==> src/sv/mcbf_pkg.sv <==
// Shared constants, codes and types for the multi-channel byte FIFO.
// No dependencies; imported by mcbf_alu, multi_channel_byte_fifo and the testbench.
package mcbf_pkg;

    localparam int NUM_CHANNELS = 3;
    localparam int RX_DEPTH     = 256;
    localparam int TX_DEPTH     = 256;
    localparam int MAX_BLOCK    = 64;

    localparam int NQ     = 2 * NUM_CHANNELS;
    localparam int QW     = (NQ > 1) ? $clog2(NQ) : 1;
    localparam int MAXD   = (RX_DEPTH > TX_DEPTH) ? RX_DEPTH : TX_DEPTH;
    localparam int PW     = $clog2(MAXD);
    localparam int CW     = $clog2(MAXD + 1);
    localparam int LEN_W  = 7;
    localparam int XW     = (CW > LEN_W) ? CW : LEN_W;
    localparam int RX_AW  = $clog2(NUM_CHANNELS * RX_DEPTH);
    localparam int TX_AW  = $clog2(NUM_CHANNELS * TX_DEPTH);
    localparam int USED_W = 9;

    localparam logic [2:0] FN_PUSH   = 3'd0;
    localparam logic [2:0] FN_POP    = 3'd1;
    localparam logic [2:0] FN_PEEK   = 3'd2;
    localparam logic [2:0] FN_RD_BLK = 3'd3;
    localparam logic [2:0] FN_WR_BLK = 3'd4;
    localparam logic [2:0] FN_STATUS = 3'd5;

    typedef enum logic [1:0] {
        ST_IDLE,
        ST_RD_WAIT,
        ST_BLK_RD,
        ST_BLK_WAIT
    } state_t;

    typedef enum logic [1:0] {
        CNT_HOLD,
        CNT_INC,
        CNT_DEC,
        CNT_SUB
    } cnt_op_t;

    typedef struct packed {
        cnt_op_t            op;
        logic               dir;
        logic [LEN_W-1:0]   len;
    } alu_ctl_t;

    typedef struct packed {
        logic [CW-1:0]      cnt_after;
        logic [PW-1:0]      ptr_next;
        logic [USED_W-1:0]  used;
        logic [USED_W-1:0]  space;
        logic               is_empty;
        logic               is_full;
    } alu_res_t;

endpackage

==> src/sv/mcbf_alu.sv <==
// Shared count/pointer unit: fill count update, wrapping pointer step, status.
// Depends on mcbf_pkg.
module mcbf_alu import mcbf_pkg::*; (
    input  alu_ctl_t       ctl,
    input  logic [CW-1:0]  cnt,
    input  logic [PW-1:0]  ptr,
    output logic [CW-1:0]  free_cnt,
    output alu_res_t       res
);

    logic [CW-1:0] depth;
    logic [CW-1:0] cnt_after;
    logic [PW:0]   ptr_inc;

    always_comb
    begin
        depth    = ctl.dir ? CW'(TX_DEPTH) : CW'(RX_DEPTH);
        free_cnt = depth - cnt;

        case (ctl.op)
            CNT_INC: cnt_after = cnt + CW'(1);
            CNT_DEC: cnt_after = cnt - CW'(1);
            CNT_SUB: cnt_after = cnt - CW'(ctl.len);
            default: cnt_after = cnt;
        endcase

        // pointer wraps at the depth of the selected direction
        ptr_inc = {1'b0, ptr} + (PW+1)'(1);

        res.cnt_after = cnt_after;
        res.ptr_next  = (ptr_inc == (PW+1)'(depth)) ? '0 : ptr_inc[PW-1:0];
        res.used      = USED_W'(cnt_after);
        res.space     = USED_W'(depth - cnt_after);
        res.is_empty  = (cnt_after == '0);
        res.is_full   = (cnt_after == depth);
    end

endmodule

==> config.mk <==
export PLATFORM = sky130hd
export DESIGN_NAME = mcbf_alu
export DESIGN_NICKNAME = d
export VERILOG_FILES = /design/src/sv/mcbf_pkg.sv /design/src/sv/mcbf_alu.sv
export SDC_FILE = /design/constraint.sdc
export NUM_CORES = 1
export LEC_CHECK = 0
export BUFFER_PORTS_ARGS = -buffer_cell sky130_fd_sc_hd__buf_4
export CAP_MARGIN = 20
export CORE_MARGIN = 5
export CORE_UTILIZATION = 45
export DETAILED_ROUTE_END_ITERATION = 10
export GPL_ROUTABILITY_DRIVEN = 0
export GPL_TIMING_DRIVEN = 0
export PLACE_DENSITY = 0.91
export SLEW_MARGIN = 20
export SYNTH_ARGS = -nofsm -noshare
export SYNTH_HDL_FRONTEND = slang
export SYNTH_SLANG_ARGS = --single-unit
==> constraint.sdc <==
create_clock -name vclk -period 3.1
set_input_delay 0.155 -clock vclk [all_inputs]
set_output_delay 0.155 -clock vclk [all_outputs]
set_load 0.05 [all_outputs]
==> impl_metrics.tcl <==
set metrics [dict create \
    post-route-min-period_ns 2.95 \
    hpwlAfterDp_um 2800 \
    place_area_um2 1740 \
    crit_end "res[10]" \
    fp-row-count 18 \
    setup_viol 0 \
    syn_inst 150 \
    yosysSeqAreaShare_pct 0 \
    drt_pass1_iterations 4 \
    peakVddDrop_uv 366 \
    antenna_left 0 \
    drive_gt1_share_pct 48.4 \
    status "completed" \
    rsz0062_at_grt "no" \
    critPathLaunch "ctl[9]" \
    end_kind "primary output" \
    drc 0 \
    slew_headroom_pct 66.2 \
    n_sequential_cell 0 \
    grt.overflow.total 0 \
    finalWorstSetupSlack_ns 0.154 \
    synth_top_area_share_pct 14.7 \
    min_path_type "primary input to primary output" \
    grtUsageTotal_pct 17.6 \
    yosysTopAreaCell "ha_1" \
    power_w 0.000776 \
    die_y_um 59.6 \
    fp.coreArea_um2 2410 \
    slew_violations 0 \
    num_io_pins 73 \
    start_util_pct 45.9 \
    startpoint_type "primary input" \
    grt_pass1_wl_um 5130 \
    place_ws_ns -0.392 \
    finalHoldViolations 0 \
    synthTopCellsByArea "ha_1, xnor2_1, xor2_1" \
    synthDistinctLibCells 45 \
    antenna_found_initial 0 \
    maxCapViolCount 0 \
    worstPathArrival_ns 2.79 \
    drt-wirelength-per-cell_um 13.2 \
    critPathMaxFanout 13 \
    worst_slew_pin_slew_ns 0.493 \
    diodes 0 \
    finalCritPeriodShare_pct 95.0 \
    wl_um 3340 \
    finalNetCount 266 \
    grt_max_degree 14 \
    fmaxAchievable_ghz 0.339 \
    vias 1345 \
    die_area_um2 3550 \
    synth.net_count 191 \
    clkbuf_count 0 \
    drt_first_iter_violations 29 \
    fin_setup_tns_ns 0 \
    fin_area_um2 1800 \
    syn-cell-area_um2 1110 \
    hold_depth 3 \
    synth_warnings 0 \
    p_per_area_nw_per_um2 432 \
    syn_area_per_cell_um2 7.37 \
    area_growth_pct 62.6 \
    power.leakage_nw 0.854 \
    die_w_um 59.6 \
    synth_common_cells "ha_1, xnor2_1, buf_4, inv_1, xor2_1" \
    crit_required_ns 2.94 \
    seqCellArea_um2 0 \
    crit_type "primary input to primary output" \
    via_per_inst 5.32 \
    grt_pass1_vias 1168 \
    io_buffers 72 \
]
## cells in the final DEF (no fill, tap or decap), types with 2 or more instances in the layout
cell and instances:
buf_4 85, ha_1 12, xnor2_1 11, nand2_1 10, inv_1 10, xor2_1 10, nor2_1 8, a21boi_0 5
o21ai_0 4, nor3b_1 4, nand3_1 4, a21oi_1 3, nor3_1 3, nor4_1 3, nor2b_1 3, o21a_1 2
or3_1 2, buf_6 2, o311ai_4 2, or2_2 2, a21boi_1 2, o21ai_2 2, o21ai_1 2, and3_1 2
## layout make-up
type	instances	area, um^2
fill	195	612
timing repair buffer	75	567
buffer	14	103
inverter	11	45.0
tap	30	37.5
multi-input combinational	123	1050
## kinds of logic after synthesis
group,after synthesis,share of synthesized area (%)
XOR/XNOR,24,19.0
adder cells (fa/ha/maj),14,16.5
AO/OA/AOI/OAI,32,22.2
multiplexers,2,1.81
AND/OR/NAND/NOR,51,26.6
buffers and inverters,27,13.9
## metrics by stage
step	util (%)	hold slack (ns)	instances
floorplan	-	0.453	150
global placement	72.2	0.617	252
detailed placement	72.2	0.625	252
CTS	74.2	0.627	253
global route	74.6	0.636	253
finish	74.6	0.625	253
## worst min path at each step
| stage | start | end |
|---|---|---|
| detailed placement | ptr[0] | res[20] |
| global route | ptr[7] | res[27] |
| CTS | ptr[0] | res[20] |
| global placement | ptr[0] | res[20] |
| finish | ptr[0] | res[20] |
| floorplan | cnt[8] | res[19] |
## power by group
part           switching (W)  leakage (nW)  internal (W)
clock                      0             0             0
combinational       0.000509         0.854      0.000268
sequential                 0             0             0
total               0.000509         0.854      0.000268
## routing by layer
metal	share of wire (%)	track usage [%]
met3	10	0.871
met4	1.5	0.949
met5	0	0
met1	35	20.7
met2	54	35.7
## worst max-delay path: stages
cell        delay, ns
buf_4            0.16
nand3b_1         0.09
ha_1             0.18
inv_1            0.07
fa_2             0.36
a211o_1          0.32
a31oi_4          0.21
o21ai_2          0.10
a21oi_2          0.17
mux2i_2          0.27
xor2_1           0.19
ha_1             0.28
clkinvlp_4       0.08
buf_6            0.14
## repair_timing
action,4_1_cts,5_1_grt
hold buffers,0,0
pin swaps,5,6
setup endpoints to repair,5,5
resized for setup,6,5
buffers inserted,2,1
Power figures use the tool's default switching activity.
