**src/sv/mcbf_ram.sv**
```systemverilog
// Generic single-write, single-read RAM with registered read data.
// No dependencies; used for the receive and transmit byte stores.
module mcbf_ram #(
    parameter int WIDTH = 8,
    parameter int DEPTH = 256
) (
    input  logic                     clk,
    input  logic                     we,
    input  logic [$clog2(DEPTH)-1:0] waddr,
    input  logic [WIDTH-1:0]         wdata,
    input  logic                     re,
    input  logic [$clog2(DEPTH)-1:0] raddr,
    output logic [WIDTH-1:0]         rdata
);

    logic [WIDTH-1:0] mem [DEPTH];
    logic [WIDTH-1:0] rdata_reg;

    always_ff @(posedge clk)
    begin
        if (we)
        begin
            mem[waddr] <= wdata;
        end
        if (re)
        begin
            rdata_reg <= mem[raddr];
        end
    end

    assign rdata = rdata_reg;

endmodule

```
**config.mk**
```make
export PLATFORM = sky130hd
export DESIGN_NAME = mcbf_ram
export DESIGN_NICKNAME = d
export VERILOG_FILES = /design/src/sv/mcbf_ram.sv
export SDC_FILE = /design/constraint.sdc
export NUM_CORES = 2
export LEC_CHECK = 0
export BUFFER_PORTS_ARGS = -buffer_cell sky130_fd_sc_hd__buf_2
export CORE_MARGIN = 1
export CORE_UTILIZATION = 50
export CTS_CLUSTER_SIZE = 14
export DETAILED_ROUTE_END_ITERATION = 7
export GPL_ROUTABILITY_DRIVEN = 1
export PLACE_DENSITY_LB_ADDON = 0.1
export SLEW_MARGIN = 20
export SYNTH_ARGS = -nofsm -noshare
export SYNTH_HDL_FRONTEND = slang
export SYNTH_SLANG_ARGS = --single-unit
```
**constraint.sdc**
```tcl
create_clock -name clk -period 3.35 [get_ports clk]
set_clock_uncertainty 0.1 [all_clocks]
set_input_delay 0.335 -clock clk [delete_from_list [all_inputs] [get_ports clk]]
set_output_delay 0.335 -clock clk [all_outputs]
set_load 0.02 [all_outputs]
```
==> flow_metrics.tcl <==
set metrics [dict create \
    ys_warn_count 0 \
    setup_viol 0 \
    grt_pass1_vias 40829 \
    rsz0062_at_grt "false" \
    path_class "flop to flop" \
    post-route-cell-area_um2 91750 \
    regToRegEndpoint "rdata[3]" \
    fin_crit_ns 3.056 \
    hpwl_um 132900 \
    grt-ovfl-total 0 \
    p_seq_share_pct 53.0 \
    min_period_over_period_pct 91.24 \
    drc 0 \
    drtPass1Iterations 6 \
    syn-cell-area_um2 79640 \
    fillers 11519 \
    synth_cell_type_count 54 \
    num_rows 146 \
    synthCells 3733 \
    wirelength_um 206200 \
    syn_avg_cell_area_um2 21.33 \
    fmaxAchievable_mhz 327.2 \
    postRouteAntennaNets 0 \
    die_area_um2 160900 \
    vias_per_cell 6.205 \
    die_w_um 401.1 \
    grt_max_degree 99 \
    numCtsBuffers 203 \
    postLayoutSetupSlackWorst_ns 0.2935 \
    r2r_slack_ns 0.29 \
    swShare_pct 21.37 \
    drv_cap 0 \
    drtIter0Drc 4521 \
    initial_core_util_pct 50.34 \
    place.gp.congestion 0.8497 \
    final_cells 6445 \
    grt_pass1_wl_um 296500 \
    yosys.area.top_type_share_pct 77.53 \
    pwr-share-clk_pct 41.8 \
    p_per_area_nw_per_um2 583.8 \
    drive_above_1_share_pct 28.40 \
    ys_seq_area_share_pct 77.53 \
    hp-class "input pin to flop" \
    ios 35 \
    drv_slew 0 \
    synth_compound_area_share_pct 3.416 \
    p_switching_mw 11.44 \
    outcome "complete, no violations" \
    dieHeight_um 401.1 \
    synthToLayoutAreaGrowth_pct 15.21 \
    htree_levels 4 \
    cts.sink_count 2056 \
    antenna_found_initial 12 \
    grt_use_total_pct 25.86 \
    dp.cells 6062 \
    worstPathMaxFanout 1 \
    holdWs_ns 0.004945 \
    cp_data_required_time_ns 3.78 \
    hold_viol 0 \
    synth_fa_ha_area_share_pct 0 \
    crit_end "rdata[3]" \
    wl_per_cell_um 31.99 \
    portBuffers 34 \
    cts_buffer_depth 3 \
    synth_top_area_cell "edfxtp_1" \
    p_comb_share_pct 5.2 \
    ir_drop_mv 0.5233 \
    power.leakage_nw 29.23 \
    synth_mux_area_share_pct 14.60 \
    critPathCaptureType "flop" \
    hold_buffers 4 \
    largest_reg_flops 2048 \
    cts.clk_slew.worst_paths_ns 0.06 \
    synth_area_leaders "edfxtp_1 (78%), mux4_2 (13%), mux2i_1 (1.7%)" \
    cp_data_arrival_time_ns 3.49 \
    place_area_um2 85150 \
    yosys.area_share.simple_pct 2.625 \
    coreArea_um2 158200 \
    ctsRootBufferMaster "clkbuf_16" \
    cts_resized 0 \
    pre_cts_ws_ns -0.4003 \
    fin_nets 4226 \
    insertion_delay_ns 0.83 \
    p_int_mw 42.12 \
    cts_tree "done" \
    diodes 0 \
    synth_top_family_by_area "multiplexers" \
    via_count 39992 \
    yosys_register_bits 2056 \
    cts_setup_buffers 0 \
    synth_xor_area_share_pct 0 \
    synthesis.nets 3760 \
    slew_headroom_pct 23.91 \
    worst_pin_slew_ns 1.140 \
    critPathLaunchType "flop" \
    r2r_start "mem[67][3]" \
    r2r_cells 6 \
    startpoint "mem[67][3]" \
]
## worst max-delay path: stages, from the launching register on
cell and delay [ns]:
edfxtp_1 0.36, mux4_2 0.53, a22o_1 0.20, a221oi_1 0.70
o32ai_1 0.24, nor3_1 0.51, nor4_1 0.13
## Yosys cell counts, drive strengths merged
| library cell | count |
|---|---|
| edfxtp | 2056 |
| mux4 | 456 |
| nor2 | 282 |
| mux2i | 134 |
| a22oi | 133 |
| buf | 122 |
| clkbuf | 111 |
| a21oi | 96 |
| o221ai | 47 |
| nand3 | 34 |
| nand2 | 33 |
| nor2b | 31 |
| o22ai | 28 |
| nor4 | 27 |
| nor3 | 22 |
| a211oi | 16 |
| a221oi | 14 |
| o21ai | 12 |
| nand4 | 10 |
| o211ai | 10 |
| a22o | 8 |
| nand2b | 8 |
| and2 | 6 |
| a2111oi | 5 |
| o22a | 5 |
| o32ai | 5 |
| or2 | 4 |
| a311oi | 2 |
| a31oi | 2 |
| and3b | 2 |
| nand3b | 2 |
| a21boi | 1 |
| and3 | 1 |
| clkinv | 1 |
| inv | 1 |
| mux2 | 1 |
| nor3b | 1 |
| nor4b | 1 |
| o311ai | 1 |
| or2b | 1 |
| or3b | 1 |
## final cells by class
class	instances	area, µm²	share of cell area, %
Tap cell	2072	2592	2.826
Clock buffer	245	5238	5.709
Sequential cell	2056	61740	67.29
Timing Repair Buffer	494	4379	4.773
Clock inverter	134	1323	1.441
Inverter	2	7.507	0.008182
Multi-Input combinational cell	1442	16470	17.95
## stage by stage
step	util [%]	power (mW)	TNS, ns
CTS	58.00	53.91	0
global route	58.00	54.96	0
detailed placement	53.82	31.74	-1.505
floorplan	-	30.33	0
finish	58.00	53.56	0
global placement	53.82	31.68	-1.379
## layer usage
metal / up-vias / share of wire [%] / global-route usage (%)
met3: 296 / 7.4 / 4.537
met4: 10 / 2.1 / 5.982
li1: 16638 / - / -
met1: 21418 / 41 / 37.08
met5: - / 0.028 / 0
met2: 1630 / 49 / 41.79
## power groups by stage
stage	clock network, mW	logic (mW)	registers [mW]
after floorplan	0	1.38	28.9
after global placement	0	2.74	28.9
after detailed placement	0	2.80	28.9
after CTS	22.7	2.81	28.4
after global routing	23.7	2.93	28.4
final	22.4	2.79	28.4
## layout by cell type, fill, tap and decap left out, types with 6 or more instances in the layout
| master | synthesis | layout |
|---|---|---|
| a211oi_1 | 16 | 16 |
| buf_2 | 31 | 22 |
| a22o_1 | 8 | 8 |
| buf_12 | 8 | 52 |
| clkinv_1 | 1 | 59 |
| o221ai_1 | 46 | 46 |
| a21oi_1 | 96 | 96 |
| nand2_1 | 33 | 33 |
| clkbuf_8 | 0 | 8 |
| buf_4 | 27 | 406 |
| bufinv_16 | 0 | 20 |
| clkinv_2 | 0 | 35 |
| nor2_1 | 282 | 279 |
| a221oi_1 | 13 | 13 |
| nand2b_1 | 8 | 8 |
| edfxtp_1 | 2056 | 2056 |
| o21ai_0 | 10 | 10 |
| nor3_1 | 22 | 22 |
| nand4_1 | 10 | 10 |
| clkbuf_1 | 111 | 42 |
| nor4_1 | 24 | 24 |
| clkbuf_16 | 0 | 203 |
| mux2i_1 | 134 | 134 |
| a22oi_1 | 133 | 133 |
| o211ai_1 | 10 | 10 |
| nand3_1 | 34 | 34 |
| and2_1 | 6 | 6 |
| nor2b_1 | 31 | 28 |
| mux4_2 | 454 | 454 |
| o22ai_1 | 28 | 28 |
## kinds of logic (layout without fill, tap and decap cells)
logic type | Yosys count | in the layout
flops | 2056 | 2056
compound gates | 385 | 385
mux | 591 | 591
buf+inv | 235 | 875
simple gates | 466 | 466
## how the worst min path moves through the flow
| stage | slack (ns) | cells after the start | start | end |
|---|---|---|---|---|
| 3_5_place_dp | 0.68 | 1 | re | rdata[4] |
| 2_1_floorplan | 0.33 | 0 | wdata[0] | mem[0][0] |
| 4_1_cts | 0.004 | 1 | wdata[6] | mem[124][6] |
| 3_3_place_gp | 0.69 | 1 | re | rdata[4] |
| 5_1_grt | 0.02 | 1 | wdata[2] | mem[226][2] |
| 6_report | 0.005 | 1 | wdata[2] | mem[226][2] |
Power figures use the tool's default switching activity.
